[src/design/wsfd_pkg.sv]
// Shared types and constants for the WebSocket frame decoder.
package wsfd_pkg;

    localparam int unsigned BYTE_W   = 8;
    localparam int unsigned OPCODE_W = 4;
    localparam int unsigned LEN_W    = 64;
    localparam int unsigned KEY_W    = 32;
    localparam int unsigned CNT_W    = 4;
    localparam int unsigned USER_W   = 7;

    // 7-bit length codes that announce an extended length
    localparam logic [6:0] LEN16_CODE = 7'd126;
    localparam logic [6:0] LEN64_CODE = 7'd127;

    localparam logic [CNT_W-1:0] LEN16_BYTES = 4'd2;
    localparam logic [CNT_W-1:0] LEN64_BYTES = 4'd8;
    localparam logic [CNT_W-1:0] KEY_BYTES   = 4'd4;

    typedef enum logic [2:0] {
        PH_HDR0   = 3'd0,
        PH_HDR1   = 3'd1,
        PH_EXTLEN = 3'd2,
        PH_KEY    = 3'd3,
        PH_DATA   = 3'd4
    } phase_t;

    // one result item as it leaves the block
    typedef struct packed {
        logic                payload_byte_valid;
        logic [BYTE_W-1:0]   payload_byte;
        logic                byte_valid;
        logic                frame_end;
        logic                final_fragment;
        logic [OPCODE_W-1:0] frame_opcode;
        logic                was_masked;
    } result_t;

endpackage

[src/design/websocket_frame_decoder.sv]
// WebSocket frame decoder: header parse, length count and payload unmasking.
// Latency: a payload byte or an empty-frame marker appears on m_ the cycle after its
// input item is accepted. Throughput: one input item per cycle; s_tready drops only
// while a held result waits on m_tready. Header, length and key bytes give no result
// but for a zero-length frame's marker. The 64-bit remaining-length decrement and
// zero test set the per-item path. Reset (aresetn low, synchronous) clears the
// parser to expect a first header byte and empties the result register.
module websocket_frame_decoder (
    input  logic       aclk,
    input  logic       aresetn,
    input  logic       s_tvalid,
    output logic       s_tready,
    input  logic [7:0] s_tdata,   // [7:0] in_byte
    output logic       m_tvalid,
    input  logic       m_tready,
    output logic [7:0] m_tdata,   // [7:0] payload_byte
    output logic       m_tlast,   // frame_end
    output logic [wsfd_pkg::USER_W-1:0] m_tuser
    // m_tuser: [0] byte_valid, [1] final_fragment, [5:2] frame_opcode, [6] was_masked
);

    wsfd_pkg::phase_t                  phase_reg, phase_next;
    logic                              fin_reg, fin_next;
    logic [wsfd_pkg::OPCODE_W-1:0]     opcode_reg, opcode_next;
    logic                              mask_reg, mask_next;
    logic [wsfd_pkg::LEN_W-1:0]        rem_reg, rem_next;
    logic [wsfd_pkg::CNT_W-1:0]        cnt_reg, cnt_next;
    logic [wsfd_pkg::KEY_W-1:0]        key_reg, key_next;
    logic [1:0]                        kidx_reg, kidx_next;

    logic                              out_valid_reg, out_valid_next;
    logic [wsfd_pkg::BYTE_W-1:0]       out_byte_reg;
    logic                              out_bvalid_reg, out_last_reg, out_fin_reg, out_mask_reg;
    logic [wsfd_pkg::OPCODE_W-1:0]     out_opcode_reg;

    logic                              s_fire;
    logic                              emit;
    logic                              res_bvalid, res_last;
    logic [wsfd_pkg::BYTE_W-1:0]       res_byte;
    logic [6:0]                        len7;
    logic [wsfd_pkg::KEY_W-1:0]        key_shifted;

    assign s_tready = !out_valid_reg || m_tready;
    assign s_fire   = s_tvalid && s_tready;
    assign len7     = s_tdata[6:0];
    // key byte 0 sits in the top bits
    assign key_shifted = key_reg >> {~kidx_reg, 3'b000};

    always_comb begin
        phase_next  = phase_reg;
        fin_next    = fin_reg;
        opcode_next = opcode_reg;
        mask_next   = mask_reg;
        rem_next    = rem_reg;
        cnt_next    = cnt_reg;
        key_next    = key_reg;
        kidx_next   = kidx_reg;
        emit        = 1'b0;
        res_byte    = '0;
        res_bvalid  = 1'b0;
        res_last    = 1'b0;
        if (s_fire) begin
            case (phase_reg)
                wsfd_pkg::PH_HDR1: begin
                    mask_next = s_tdata[7];
                    key_next  = '0;
                    kidx_next = '0;
                    rem_next  = '0;
                    if (len7 == wsfd_pkg::LEN16_CODE) begin
                        cnt_next   = wsfd_pkg::LEN16_BYTES;
                        phase_next = wsfd_pkg::PH_EXTLEN;
                    end else if (len7 == wsfd_pkg::LEN64_CODE) begin
                        cnt_next   = wsfd_pkg::LEN64_BYTES;
                        phase_next = wsfd_pkg::PH_EXTLEN;
                    end else begin
                        rem_next = {{(wsfd_pkg::LEN_W-7){1'b0}}, len7};
                        if (s_tdata[7]) begin
                            cnt_next   = wsfd_pkg::KEY_BYTES;
                            phase_next = wsfd_pkg::PH_KEY;
                        end else if (len7 == 7'd0) begin
                            emit       = 1'b1;
                            res_last   = 1'b1;
                            phase_next = wsfd_pkg::PH_HDR0;
                        end else begin
                            phase_next = wsfd_pkg::PH_DATA;
                        end
                    end
                end
                wsfd_pkg::PH_EXTLEN: begin
                    rem_next = {rem_reg[wsfd_pkg::LEN_W-9:0], s_tdata};
                    cnt_next = cnt_reg - 4'd1;
                    if (cnt_next == '0) begin
                        if (mask_reg) begin
                            cnt_next   = wsfd_pkg::KEY_BYTES;
                            phase_next = wsfd_pkg::PH_KEY;
                        end else begin
                            kidx_next = '0;
                            if (rem_next == '0) begin
                                emit       = 1'b1;
                                res_last   = 1'b1;
                                phase_next = wsfd_pkg::PH_HDR0;
                            end else begin
                                phase_next = wsfd_pkg::PH_DATA;
                            end
                        end
                    end
                end
                wsfd_pkg::PH_KEY: begin
                    key_next = {key_reg[wsfd_pkg::KEY_W-9:0], s_tdata};
                    cnt_next = cnt_reg - 4'd1;
                    if (cnt_next == '0) begin
                        kidx_next = '0;
                        if (rem_reg == '0) begin
                            emit       = 1'b1;
                            res_last   = 1'b1;
                            phase_next = wsfd_pkg::PH_HDR0;
                        end else begin
                            phase_next = wsfd_pkg::PH_DATA;
                        end
                    end
                end
                wsfd_pkg::PH_DATA: begin
                    kidx_next  = kidx_reg + 2'd1;
                    rem_next   = rem_reg - 64'd1;
                    emit       = 1'b1;
                    res_bvalid = 1'b1;
                    res_byte   = s_tdata ^ key_shifted[7:0];
                    if (rem_next == '0) begin
                        res_last   = 1'b1;
                        phase_next = wsfd_pkg::PH_HDR0;
                    end
                end
                default: begin
                    fin_next    = s_tdata[7];
                    opcode_next = s_tdata[3:0];
                    phase_next  = wsfd_pkg::PH_HDR1;
                end
            endcase
        end
    end

    // hold the result until taken; refill in the same cycle it drains
    always_comb begin
        out_valid_next = out_valid_reg;
        if (s_tready) begin
            out_valid_next = s_fire && emit;
        end
    end

    always_ff @(posedge aclk) begin
        if (!aresetn) begin
            phase_reg     <= wsfd_pkg::PH_HDR0;
            fin_reg       <= 1'b0;
            opcode_reg    <= '0;
            mask_reg      <= 1'b0;
            rem_reg       <= '0;
            cnt_reg       <= '0;
            key_reg       <= '0;
            kidx_reg      <= '0;
            out_valid_reg <= 1'b0;
        end else begin
            phase_reg     <= phase_next;
            fin_reg       <= fin_next;
            opcode_reg    <= opcode_next;
            mask_reg      <= mask_next;
            rem_reg       <= rem_next;
            cnt_reg       <= cnt_next;
            key_reg       <= key_next;
            kidx_reg      <= kidx_next;
            out_valid_reg <= out_valid_next;
        end
    end

    always_ff @(posedge aclk) begin
        if (s_fire && emit) begin
            out_byte_reg   <= res_byte;
            out_bvalid_reg <= res_bvalid;
            out_last_reg   <= res_last;
            out_fin_reg    <= fin_next;
            out_opcode_reg <= opcode_next;
            out_mask_reg   <= mask_next;
        end
    end

    assign m_tvalid = out_valid_reg;
    assign m_tdata  = out_byte_reg;
    assign m_tlast  = out_last_reg;
    assign m_tuser  = {out_mask_reg, out_opcode_reg, out_fin_reg, out_bvalid_reg};

`ifndef SYNTHESIS
    a_reset_empty: assert property (@(posedge aclk) !aresetn |=> !m_tvalid)
        else $error("result register not empty after reset");

    a_result_from_item: assert property (@(posedge aclk) disable iff (!aresetn)
        $rose(m_tvalid) |-> $past(s_tvalid && s_tready))
        else $error("result appeared without an accepted item");

    a_marker_shape: assert property (@(posedge aclk) disable iff (!aresetn)
        (m_tvalid && !m_tuser[0]) |-> (m_tlast && m_tdata == 8'd0))
        else $error("empty-frame marker malformed");

    a_frame_end_rearms: assert property (@(posedge aclk) disable iff (!aresetn)
        (s_fire && emit && res_last) |=> phase_reg == wsfd_pkg::PH_HDR0)
        else $error("parser not back at header after frame end");

    a_data_needs_length: assert property (@(posedge aclk) disable iff (!aresetn)
        phase_reg == wsfd_pkg::PH_DATA |-> rem_reg != '0)
        else $error("payload phase with nothing remaining");
`endif

endmodule
[config.mk]
export PLATFORM = sky130hd
export DESIGN_NAME = websocket_frame_decoder
export DESIGN_NICKNAME = d
export VERILOG_FILES = /design/src/design/wsfd_pkg.sv /design/src/design/websocket_frame_decoder.sv
export SDC_FILE = /design/constraint.sdc
export NUM_CORES = 1
export LEC_CHECK = 0
export BUFFER_PORTS_ARGS = -buffer_cell sky130_fd_sc_hd__buf_2
export CORE_MARGIN = 5
export CORE_UTILIZATION = 40
export DETAILED_ROUTE_END_ITERATION = 8
export GPL_TIMING_DRIVEN = 0
export PLACE_DENSITY = 0.56
export SETUP_SLACK_MARGIN = 0.4
export SLEW_MARGIN = 20
export SYNTH_ARGS = -nofsm -noshare
export SYNTH_HDL_FRONTEND = slang
export SYNTH_SLANG_ARGS = --single-unit
[constraint.sdc]
create_clock -name aclk -period 11.7 [get_ports aclk]
set_clock_uncertainty 0.05 [all_clocks]
set_input_delay 1.17 -clock aclk [delete_from_list [all_inputs] [get_ports aclk]]
set_output_delay 1.17 -clock aclk [all_outputs]
set_load 0.1 [all_outputs]
==> qor.txt, run 1 <==
OUTCOME
--------------------------------------------------------------------------------------
Result of the run                                                         finished, final reports clean

POWER
--------------------------------------------------------------------------------------
Fraction of power consumed by sequential logic                                   0.336
Combinational Power Share                                                        0.299
Power Total                                                                    1.44 mW
Net switching power figure                                                    0.540 mW
Leakage power total                                                            3.06 nW
Power per cell area                                                        168 nW/um^2
Clock network power share                                                        0.365
Sw Share                                                                         0.375
Internal Pwr Total                                                            0.899 mW
Worst VDD drop                                                                  110 uV

PLACED DESIGN
--------------------------------------------------------------------------------------
HPWL after DPL                                                                19300 um
Post-placement worst setup slack                                               7.54 ns
Placed Cells incl. Taps                                                           1212
Placed cell areas                                                            7980 um^2
Routability Congestion                                                           0.950
Number of input and output port buffers inserted                                    27

SYNTH
--------------------------------------------------------------------------------------
Synthesized area per cell                                                    7.94 um^2
Synthesized netlist cell count                                                     950
Post-synthesis register bit count                                                  128
Area share of the largest cell type after synthesis                              0.297
FFs w/ async S/R, synth                                                              0
Most used flip-flop cell after synthesis                                       dfxtp_1
Area leader, netlist                                                           dfxtp_1
Post-synthesis cell area                                                     7540 um^2
Number of enable flip-flop cells after synthesis                                    16
Sequential-to-total area share from yosys stat                                   0.361
Ranking of synthesized cells by area                                      dfxtp_1, nor2_1, edfxtp_1
Number of distinct standard cells referenced by the synthesized netlist             74
Net count after synthesis                                                          966
Synth warn                                                                           0

TIMING
--------------------------------------------------------------------------------------
Setup repair after global routing missed its margin                              false
Pins over their slew limit                                                           0
Hold Violations, Final                                                               0
Max Freq                                                                     0.231 GHz
Worst slew slack as a fraction of its limit                                      0.230
Final WS setup                                                                 7.37 ns
Slew at the pin closest to its max-slew limit                                  1.15 ns
Period Utilization, post-route                                                   0.370
Post-layout minimum cycle time                                                 4.33 ns
Final count of negative-setup-slack endpoints                                        0
Setup TNS Final                                                                   0 ns

CLOCK TREE
--------------------------------------------------------------------------------------
TritonCTS clock tree                                                               yes
PostCTS Resize Cnt                                                                   0
Clk_lat worst skew                                                             0.43 ns
Clock slew seen by the registers of the worst setup and hold paths             0.06 ns
Number of buffers on the longest clock path                                          2
Master cell of the clock root buffer                                         clkbuf_16
Num CTS Buffers                                                                     17
Number of buffers added for setup after CTS                                          0
H-Tree Level Count                                                                   4
Count of clock tree sinks                                                          128
CTS hold repair buffers                                                              0

CRITICAL PATH
--------------------------------------------------------------------------------------
Critical path's largest stage delay                                            0.67 ns
Arrival time worst endpoint                                                    4.55 ns
Endpoint of the most critical register-to-register path                   m_tlast$_SDFFCE_PN0P_
Highest-delay cell along the critical path                                      nor4_1
Kind of start point of the critical path                                     flip-flop
Type of element capturing the critical path                                  flip-flop
Required @ worst endpoint                                                     11.93 ns
Startpoint of the most critical register-to-register path                 rem_reg[27]$_SDFFE_PN0P_
Cells on worst reg2reg path                                                         11
Critical path buffer and inverter count                                              2
Cell type group with the largest total delay on the critical path         simple AND/OR/NAND/NOR gates
Crit Path Category                                                          reg -> reg
R2R Setup Slk                                                                  7.37 ns
Maximum fanout along the worst path                                                 10
CP Cell Sequence                                                          clkbuf_1 -> nor4_1 -> nand4_1 -> nor2_1 -> clkbuf_1 -> nand4_1 -> a2111oi_0 -> nand4b_1 -> a2111oi_4 -> nand3_1 -> a21oi_1

FLOORPLANNING
--------------------------------------------------------------------------------------
Die height                                                                      147 um
Ports                                                                               30
Core region area                                                            18600 um^2
Horizontal die dimension                                                        147 um
Number of rows in the core area                                                     50
Die area                                                                    21700 um^2
Initial standard-cell utilization of the core                                    0.404

DETAILED ROUTING
--------------------------------------------------------------------------------------
Total number of vias                                                              7691
Number of DRC markers after the initial detailed-route iteration                   936
Remaining antenna violation count after routing                                      0
Via density                                                                       6.18
Per-cell routed wire length                                                    22.1 um
Overall routed net length                                                     27500 um
Remaining routing DRC violations                                                     0
First-pass iteration count of the detailed router                                    5

GLOBAL ROUTING
--------------------------------------------------------------------------------------
Wire length of the first global-routing pass                                  42700 um
Number of global-route vias before repair                                         7186
Global router's overall resource usage                                           0.253
Residual overflow from global routing                                                0
Initial antenna violation count                                                      1
Pin count of the biggest net entering global routing                                17

FINAL LAYOUT
--------------------------------------------------------------------------------------
Area used by sequential logic in the layout                                  2720 um^2
Area growth from synthesis to layout                                             13.5%
Most frequent standard cell in the layout excluding fill and tap cells          nor2_1
Commonest cells after routing, fill and taps aside                        nor2_1, dfxtp_1, o21ai_0
Share of layout cells above drive strength 1                                     0.105
Final instance count without filler cells                                         1244
NumNets Final                                                                     1013
Post-layout instance area                                                    8560 um^2
Number of flip-flops under the largest register name                                64
Number of inserted diodes                                                            0
Multi-input gate area                                                        4460 um^2
Filler cell count in the final layout                                             1914

HOLD PATH
--------------------------------------------------------------------------------------
Worst min path class                                                        reg -> reg
Critical hold path startpoint                                             rem_reg[58]$_SDFFE_PN0P_
Cell depth of the worst min-delay path                                               2
Endpoint of the worst hold-timing path                                    rem_reg[58]$_SDFFE_PN0P_

JOB
--------------------------------------------------------------------------------------
Max-cap violations                                                                   0

power by group through the flow:
stage | clock network (mW) | logic, mW | registers [mW]
floorplan | 0 | 0.290 | 0.497
global placement | 0 | 0.416 | 0.493
detailed placement | 0 | 0.415 | 0.493
CTS | 0.529 | 0.417 | 0.483
global route | 0.550 | 0.461 | 0.486
finish | 0.525 | 0.430 | 0.484
worst max path at each step:
stage / endpoint / depth (start not counted) / slack [ns] / from
global route: m_tlast$_SDFFCE_PN0P_ / 12 / 7.07 / rem_reg[7]$_SDFFE_PN0P_
CTS: m_tlast$_SDFFCE_PN0P_ / 12 / 7.50 / rem_reg[7]$_SDFFE_PN0P_
floorplan: m_tdata[0]$_SDFFCE_PN0P_ / 9 / 7.70 / rem_reg[48]$_SDFFE_PN0P_
finish: m_tlast$_SDFFCE_PN0P_ / 11 / 7.37 / rem_reg[27]$_SDFFE_PN0P_
global placement: m_tdata[1]$_SDFFCE_PN0P_ / 8 / 6.90 / rem_reg[38]$_SDFFE_PN0P_
detailed placement: m_tlast$_SDFFCE_PN0P_ / 12 / 7.54 / rem_reg[2]$_SDFFE_PN0P_
synthesized netlist by cell type, types with 3 or more instances:
cell type  number
o211ai_1        3
nor3b_1         5
a211oi_1       10
buf_2           7
nand4_1        12
nand3_1        15
o21a_1          6
ha_1            4
buf_4           3
nand2_1        57
a31oi_1         4
buf_1           3
a32o_1          4
a221oi_1       16
o21ai_0        71
a21o_1          3
or3_1          10
nand4b_1        3
xor2_1         17
and4_1          3
a22oi_1        49
or2_2           4
nor2b_1         4
and2_1          9
or4_1           8
a32oi_1         7
and3_1          3
mux2_2          6
edfxtp_1       16
a21oi_1        62
o31ai_1         3
nor2_1        171
nor4_1         26
clkbuf_1       61
nand2b_1        9
nor3_1         44
inv_1          13
xnor2_1        32
dfxtp_1       112
a2bb2oi_1       3
a22o_1          3
mux4_2          8
metal layers:
metal / track usage / up-vias / share of wire / wire length, um
met5: 0 / - / 0.00055 / 15
met4: 0.0829 / 2 / 0.027 / 735
met3: 0.0469 / 60 / 0.077 / 2100
met2: 0.382 / 351 / 0.44 / 12000
met1: 0.364 / 3696 / 0.46 / 12600
li1: - / 3582 / - / -
worst min-delay path, cell delays in order, from the launching register on:
cell	delay, ns
dfxtp_1	0.30
o21ai_0	0.07
a21oi_1	0.07
cell families (layout without fill, tap and decap cells):
group / Yosys count / after routing / synth area share
buf+inv: 89 / 149 / 0.0480
mux: 16 / 16 / 0.0355
simple gates: 403 / 403 / 0.266
compound gates: 261 / 261 / 0.226
flops: 128 / 128 / 0.361
fa+ha+maj: 4 / 4 / 0.00664
xor+xnor: 49 / 49 / 0.0569
through the flow:
stage | util | hold WS [ns]
floorplan | - | 0.404
global placement | 0.427 | 0.414
detailed placement | 0.428 | 0.425
CTS | 0.459 | 0.433
global route | 0.459 | 0.467
finish | 0.459 | 0.436
layout make-up:
| type | instances | area share |
|---|---|---|
| multi-input combinational | 733 | 0.521 |
| buffer | 75 | 0.0361 |
| tap | 234 | 0.0342 |
| inverter | 14 | 0.00614 |
| clock buffer | 18 | 0.0502 |
| sequential | 128 | 0.318 |
| clock inverter | 14 | 0.0170 |
| timing repair buffer | 28 | 0.0171 |
Power figures use the tool's default switching activity.
==> run 2, diff against run 1 <==
--- a/config.mk
+++ b/config.mk
@@ -5,6 +5,7 @@
 export SDC_FILE = /design/constraint.sdc
 export NUM_CORES = 1
 export LEC_CHECK = 0
+export ABC_AREA = 1
 export BUFFER_PORTS_ARGS = -buffer_cell sky130_fd_sc_hd__buf_2
 export CORE_MARGIN = 5
 export CORE_UTILIZATION = 40
==> constraint.sdc (replaced) <==
create_clock -name aclk -period 4.1 [get_ports aclk]
set_clock_uncertainty 0.05 [all_clocks]
set_input_delay 0.41 -clock aclk [delete_from_list [all_inputs] [get_ports aclk]]
set_output_delay 0.41 -clock aclk [all_outputs]
set_load 0.1 [all_outputs]
==> run 2 against run 1 <==
Against the previous run: first-iteration DRC count fell by 28%; area after synthesis rose by 11%; flip-flop and latch count did not move; non-clock buffer count fell by 18; wire length rose by 8.5%; combinational power rose to 7.3 times the previous value; critical endpoint is now out_fin_reg$_DFFE_PP_; sequential share of layout area fell by 3.0 points; synthesized cell count rose by 41%; die area rose by 10%; setup slack got worse by 6.5 ns; power rose to 4.5 times the previous value.
==> qor.txt, run 2 <==
POWER
--------------------------------------------------------------------------------------
Power per cell area                                                        687 nW/um^2   +310%
Leakage power total                                                            3.94 nW   +29%
Power Total                                                                    6.49 mW   +350%
Worst VDD drop                                                                  304 uV   +180%

TIMING
--------------------------------------------------------------------------------------
Max Freq                                                                     0.309 GHz   +34%
Setup TNS Final                                                                   0 ns   unchanged
Worst slew slack as a fraction of its limit                                      0.463   +0.233
Final count of negative-setup-slack endpoints                                        0   unchanged
Period Utilization, post-route                                                   0.791   +0.421
Post-layout minimum cycle time                                                 3.24 ns   -1.09 ns
Pins over their slew limit                                                           0   unchanged
Setup repair after global routing missed its margin                              false
Slew at the pin closest to its max-slew limit                                 0.806 ns   -0.339 ns
Hold Violations, Final                                                               0   unchanged

DETAILED ROUTING
--------------------------------------------------------------------------------------
Via density                                                                       5.37   -13%
Remaining routing DRC violations                                                     0   unchanged
Overall routed net length                                                     29800 um   +8.5%
Remaining antenna violation count after routing                                      0   unchanged
Total number of vias                                                              8965   +17%
First-pass iteration count of the detailed router                                    5   unchanged
Number of DRC markers after the initial detailed-route iteration                   673   -28%
Per-cell routed wire length                                                    17.8 um   -19%

SYNTH
--------------------------------------------------------------------------------------
Most used flip-flop cell after synthesis                                       dfxtp_1
Synth warn                                                                           0   unchanged
Sequential-to-total area share from yosys stat                                   0.325   -0.0358
Synthesized area per cell                                                    6.27 um^2   -21%
Ranking of synthesized cells by area                                      dfxtp_1, nand2_1, nor2_1
Most frequent cell after synthesis                                             nand2_1
Post-synthesis cell area                                                     8370 um^2   +11%
Number of distinct standard cells referenced by the synthesized netlist             39   -47%
FFs w/ async S/R, synth                                                              0   unchanged
Number of enable flip-flop cells after synthesis                                    16   unchanged
Ranking of synthesized cells by instance count                            nand2_1, nor2_1, inv_1
Area share of the largest cell type after synthesis                              0.268   -0.0294
Area leader, netlist                                                           dfxtp_1
Post-synthesis register bit count                                                  128   unchanged
Synthesized netlist cell count                                                    1335   +41%
Net count after synthesis                                                         1351   +40%

FLOORPLANNING
--------------------------------------------------------------------------------------
Ports                                                                               30   unchanged
Horizontal die dimension                                                        155 um   +5.0%
Core region area                                                            20800 um^2   +12%
Number of rows in the core area                                                     53   +6.0%
Die height                                                                      155 um   +5.0%
Initial standard-cell utilization of the core                                    0.402   -0.00255
Die area                                                                    23900 um^2   +10%

CRITICAL PATH
--------------------------------------------------------------------------------------
Maximum fanout along the worst path                                                 16   +6
Arrival time worst endpoint                                                    3.25 ns   -1.30 ns
Critical Path Start                                                       rem_reg[0]$_SDFFE_PN0P_
Worst setup endpoint                                                      out_fin_reg$_DFFE_PP_
R2R Setup Slk                                                                  0.86 ns   -6.51 ns
Cells on worst reg2reg path                                                         14   +3
Endpoint of the most critical register-to-register path                   out_fin_reg$_DFFE_PP_
Required @ worst endpoint                                                      4.11 ns   -7.82 ns
Startpoint of the most critical register-to-register path                 rem_reg[0]$_SDFFE_PN0P_
Type of element capturing the critical path                                  flip-flop
Crit Path Category                                                          reg -> reg
Kind of start point of the critical path                                     flip-flop

FINAL LAYOUT
--------------------------------------------------------------------------------------
Number of inserted diodes                                                            0   unchanged
Commonest cells after routing, fill and taps aside                        nand2_1, nor2_1, inv_1
Area used by sequential logic in the layout                                  2720 um^2   unchanged
Number of flip-flops under the largest register name                                64   unchanged
Filler cell count in the final layout                                             2279   +19%
NumNets Final                                                                     1399   +38%
Multi-input gate area                                                        4880 um^2   +9.5%
Area growth from synthesis to layout                                             12.8%
Most frequent standard cell in the layout excluding fill and tap cells         nand2_1
Share of layout cells above drive strength 1                                    0.0903   -0.0147

GLOBAL ROUTING
--------------------------------------------------------------------------------------
Number of global-route vias before repair                                         8386   +17%
Initial antenna violation count                                                      0   -1
Global router's overall resource usage                                           0.249   -0.00389
Residual overflow from global routing                                                0   unchanged
Pin count of the biggest net entering global routing                                17   unchanged
Wire length of the first global-routing pass                                  46700 um   +9.5%

CLOCK TREE
--------------------------------------------------------------------------------------
H-Tree Level Count                                                                   4   unchanged
Number of buffers on the longest clock path                                          2   unchanged
Clock slew seen by the registers of the worst setup and hold paths             0.07 ns   about the same
Number of buffers added for setup after CTS                                          0   unchanged
Num CTS Buffers                                                                     17   unchanged
Master cell of the clock root buffer                                         clkbuf_16
Count of clock tree sinks                                                          128   unchanged
TritonCTS clock tree                                                               yes
Clk_lat worst skew                                                             0.45 ns   +0.02 ns
PostCTS Resize Cnt                                                                   0   unchanged
CTS hold repair buffers                                                              0   unchanged

PLACED DESIGN
--------------------------------------------------------------------------------------
Number of input and output port buffers inserted                                    29   +7.4%
Routability Congestion                                                           0.944   -0.57%
HPWL after DPL                                                                22200 um   +15%

JOB
--------------------------------------------------------------------------------------
Max-cap violations                                                                   0   unchanged

HOLD PATH
--------------------------------------------------------------------------------------
Worst min path class                                                         in -> reg
Cell depth of the worst min-delay path                                               3   +1

OUTCOME
--------------------------------------------------------------------------------------
Result of the run                                                         finished, final reports clean

-- run 2: cell count changes after synthesis, sizes merged, moves of 18 or more --
cell	delta
nand2	+320
nor3	-37
xnor2	-26
nand3	+72
nor2	+35
nor4	-26
a22oi	-49
o21ai	+47
a31oi	+58
clkbuf	-18
inv	+128
-- run 2: power by group --
| part | total [mW] | switching (mW) | internal (mW) |
|---|---|---|---|
| sequential | 1.76 | 0.286 | 1.47 |
| combinational | 3.16 | 2.28 | 0.880 |
| clock | 1.56 | 0.748 | 0.817 |
| total | 6.49 | 3.32 | 3.17 |
-- run 2: cell families (layout without fill, tap and decap cells) --
| group | count (synthesis) | after routing | synth area share |
|---|---|---|---|
| and+or+nand+nor | 718 | 718 | 0.381 |
| buffers and inverters | 198 | 259 | 0.0912 |
| DFF | 128 | 128 | 0.325 |
| AOI/OAI and AO/OA | 271 | 271 | 0.180 |
| xor gates and xnor gates | 16 | 16 | 0.0167 |
| adders and majority gates | 4 | 4 | 0.00598 |
-- run 2: worst min-delay path by stage --
stage                                          end                startpoint  slack [ns]
final                      key_reg[6]$_SDFFE_PN0P_                s_tdata[6]        0.21
after global routing       key_reg[6]$_SDFFE_PN0P_                s_tdata[6]        0.22
after CTS                  key_reg[6]$_SDFFE_PN0P_                s_tdata[6]        0.20
after detailed placement   key_reg[9]$_SDFFE_PN0P_   key_reg[1]$_SDFFE_PN0P_        0.41
after global placement     key_reg[9]$_SDFFE_PN0P_   key_reg[1]$_SDFFE_PN0P_        0.41
after floorplan           key_reg[22]$_SDFFE_PN0P_  key_reg[14]$_SDFFE_PN0P_        0.39
-- run 2: cell type report --
type,instances,share of cell area
Multi-Input combinational cell,1009,0.517
Sequential cell,128,0.288
Inverter,142,0.0565
Clock buffer,17,0.0451
Tap cell,275,0.0365
Buffer,56,0.0244
Clock inverter,15,0.0167
Timing Repair Buffer,29,0.0154
-- run 2: layer usage --
metal / track usage / wire length (um) / part of all wire / vias to the layer above
li1: - / - / - / 4495
met1: 0.347 / 14000 / 0.47 / 4173
met2: 0.397 / 13600 / 0.46 / 249
met3: 0.0353 / 1450 / 0.049 / 48
met4: 0.0828 / 696 / 0.023 / 0
met5: 0 / 0 / 0 / -
-- run 2: critical path: stages (launching register included) --
cell     delay (ns)
dfxtp_1        0.34
inv_1          0.14
ha_1           0.28
nand2_4        0.13
nor2_4         0.17
nand2_2        0.11
nor2_4         0.17
nand2_1        0.09
nor3_1         0.33
nand2_1        0.09
o21ai_1        0.10
a21oi_1        0.10
nor2_1         0.10
nor2_1         0.07
inv_1          0.57
-- run 2: metrics by stage --
stage               std cells  area [um^2]  utilization  setup slack [ns]  hold WS (ns)
floorplan                1335         8370            -             0.898         0.391
global placement         1639         8860        0.425             0.897         0.406
detailed placement       1639         8860        0.425             0.915         0.407
CTS                      1671         9440        0.453             0.874         0.198
global route             1671         9440        0.453             0.566         0.223
finish                   1671         9440        0.453             0.859         0.209
==> run 3, diff against run 2 <==
==> constraint.sdc (replaced) <==
create_clock -name aclk -period 3.4 [get_ports aclk]
set_clock_uncertainty 0.05 [all_clocks]
set_input_delay 0.34 -clock aclk [delete_from_list [all_inputs] [get_ports aclk]]
set_output_delay 0.34 -clock aclk [all_outputs]
set_load 0.1 [all_outputs]
==> run 3 against run 2 <==
Against the previous run: combinational power up 22%; sequential power up 20%; register-to-register slack worse by 0.33 ns; global-route usage down 0.19 points; setup slack worse by 0.33 ns; flip-flop and latch count unchanged; maximum frequency up 13%; critical path depth down 8; non-clock buffer count up 1; wire length down 1.4%; via count down 0.18%; die area unchanged; critical endpoint is now rem_reg[34]$_SDFFE_PN0P_.
==> qor.txt, run 3 (synthesized netlist as in run 2, its figures left out) <==
PLACED DESIGN
-------------------------------------------------------------------------------------
Routability Congestion                                                          0.974   +3.1%
Placed Cells incl. Taps                                                          1639   unchanged
HPWL after DPL                                                               22200 um   about the same
Number of input and output port buffers inserted                                   29   unchanged
Placed cell areas                                                           8860 um^2   about the same

DETAILED ROUTING
-------------------------------------------------------------------------------------
Per-cell routed wire length                                                   17.6 um   -1.5%
Via density                                                                      5.35   -0.24%
Remaining antenna violation count after routing                                     0   unchanged
Overall routed net length                                                    29400 um   -1.4%
Remaining routing DRC violations                                                    0   unchanged
Number of DRC markers after the initial detailed-route iteration                  737   +9.5%
Total number of vias                                                             8949   -0.18%
First-pass iteration count of the detailed router                                   5   unchanged

POWER
-------------------------------------------------------------------------------------
Leakage power total                                                           3.95 nW   +0.26%
Net switching power figure                                                    3.92 mW   +18%
Internal Pwr Total                                                            3.96 mW   +25%
Worst VDD drop                                                                 338 uV   +11%
Power per cell area                                                       829 nW/um^2   +21%
Fraction of power consumed by sequential logic                                  0.269   -0.002
Sw Share                                                                        0.498   -0.0136
Clock network power share                                                       0.242   about the same
Combinational Power Share                                                       0.489   about the same

TIMING
-------------------------------------------------------------------------------------
Setup TNS Final                                                                  0 ns   unchanged
Worst slew slack as a fraction of its limit                                     0.450   -0.0131
Final count of negative-setup-slack endpoints                                       0   unchanged
Worst hold margin                                                            0.135 ns   -0.0738 ns
Hold Violations, Final                                                              0   unchanged
Pins over their slew limit                                                          0   unchanged
Slew at the pin closest to its max-slew limit                                0.819 ns   +0.0133 ns
Post-layout minimum cycle time                                                2.87 ns   -0.374 ns
Period Utilization, post-route                                                  0.843   +0.0529
Max Freq                                                                    0.349 GHz   +13%
Setup repair after global routing missed its margin                             false

GLOBAL ROUTING
-------------------------------------------------------------------------------------
Wire length of the first global-routing pass                                 46700 um   -0.19%
Residual overflow from global routing                                               0   unchanged
Pin count of the biggest net entering global routing                               17   unchanged
Number of global-route vias before repair                                        8642   +3.1%
Initial antenna violation count                                                     0   unchanged
Global router's overall resource usage                                          0.247   -0.00189

CLOCK TREE
-------------------------------------------------------------------------------------
Master cell of the clock root buffer                                        clkbuf_16
Clock slew seen by the registers of the worst setup and hold paths            0.06 ns   about the same
TritonCTS clock tree                                                              yes
Num CTS Buffers                                                                    17   unchanged
Count of clock tree sinks                                                         128   unchanged
Clk_lat worst skew                                                            0.43 ns   -0.02 ns
Number of buffers on the longest clock path                                         2   unchanged
H-Tree Level Count                                                                  4   unchanged

FLOORPLANNING
-------------------------------------------------------------------------------------
Core region area                                                           20800 um^2   unchanged
Number of rows in the core area                                                    53   unchanged
Ports                                                                              30   unchanged
Die height                                                                     155 um   unchanged
Horizontal die dimension                                                       155 um   unchanged
Die area                                                                   23900 um^2   unchanged
Initial standard-cell utilization of the core                                   0.402   unchanged

FINAL LAYOUT
-------------------------------------------------------------------------------------
Post-layout instance area                                                   9510 um^2   +0.77%
Most frequent standard cell in the layout excluding fill and tap cells        nand2_1
Area growth from synthesis to layout                                            13.7%
Commonest cells after routing, fill and taps aside                       nand2_1, nor2_1, inv_1
Number of flip-flops under the largest register name                               64   unchanged
Filler cell count in the final layout                                            2286   +0.31%
NumNets Final                                                                    1400   +0.071%
Number of inserted diodes                                                           0   unchanged
Share of layout cells above drive strength 1                                   0.0945   +0.00423
Final instance count without filler cells                                        1672   +0.060%

JOB
-------------------------------------------------------------------------------------
Max-cap violations                                                                  0   unchanged

CRITICAL PATH
-------------------------------------------------------------------------------------
Arrival time worst endpoint                                                   3.17 ns   -0.08 ns
Kind of start point of the critical path                                    flip-flop
Maximum fanout along the worst path                                                10   -6
R2R Setup Slk                                                                 0.53 ns   -0.33 ns
Required @ worst endpoint                                                     3.70 ns   -0.41 ns
Type of element capturing the critical path                                 flip-flop
Crit Path Category                                                         reg -> reg
Cells on worst reg2reg path                                                         6   -8

OUTCOME
-------------------------------------------------------------------------------------
Result of the run                                                        finished, final reports clean

HOLD PATH
-------------------------------------------------------------------------------------
Worst min path class                                                        in -> reg
Cell depth of the worst min-delay path                                              4   +1

run 3: metrics by stage:
stage                     total power [mW]  worst slack (ns)   util
after CTS                             7.83             0.412  0.455
after global placement                5.90            0.0195  0.425
final                                 7.89             0.532  0.457
after detailed placement              5.90            0.0306  0.425
after floorplan                       4.82             0.531      -
after global routing                  8.42             0.400  0.457
run 3: what timing repair did:
item | 4_1_cts | 5_1_grt
pin swaps | 0 | 0
setup buffers | 0 | 1
gates cloned | 0 | 0
endpoints found under the setup margin | 16 | 20
resized for setup | 2 | 6
hold buffers | 0 | 0
run 3: final timing paths:
kind                                           startpoint                       end
worst max-delay path            phase_reg[1]$_SDFFE_PN0P_  rem_reg[34]$_SDFFE_PN0P_
worst min-delay path                             m_tready     m_tvalid$_SDFFE_PN0N_
worst max register to register  phase_reg[1]$_SDFFE_PN0P_  rem_reg[34]$_SDFFE_PN0P_
worst min register to register   key_reg[14]$_SDFFE_PN0P_  key_reg[22]$_SDFFE_PN0P_
run 3: final cells by class:
class	count	area (um^2)	share of cell area
inverters	142	537	0.0564
flip-flops and latches	128	2720	0.286
well taps	275	344	0.0362
plain buffers	56	230	0.0242
repair buffers	30	165	0.0174
clock inverters	12	120	0.0126
multi-input cells	1009	4910	0.517
clock buffers	20	479	0.0504
run 3: power by group through the flow:
stage | clock network (mW) | registers (mW) | logic, mW
floorplan | 0 | 2.09 | 2.74
global placement | 0 | 2.15 | 3.75
detailed placement | 0 | 2.14 | 3.76
CTS | 1.94 | 2.11 | 3.78
global route | 1.99 | 2.15 | 4.28
finish | 1.91 | 2.12 | 3.86
run 3: layer usage:
layer	routed length (um)	part of all wire	GRT usage	vias to the layer above
li1	-	-	-	4504
met1	13200	0.45	0.322	4115
met2	13700	0.47	0.405	272
met3	1490	0.051	0.0422	58
met4	942	0.032	0.103	0
met5	0	0	0	-
run 3: worst max-delay path, cell delays in order, from the launching register on:
cell	delay [ns]
dfxtp_1	0.29
buf_2	0.19
nor3_1	0.69
clkbuf_1	0.55
clkbuf_1	0.60
o21ai_0	0.25
a31oi_1	0.17
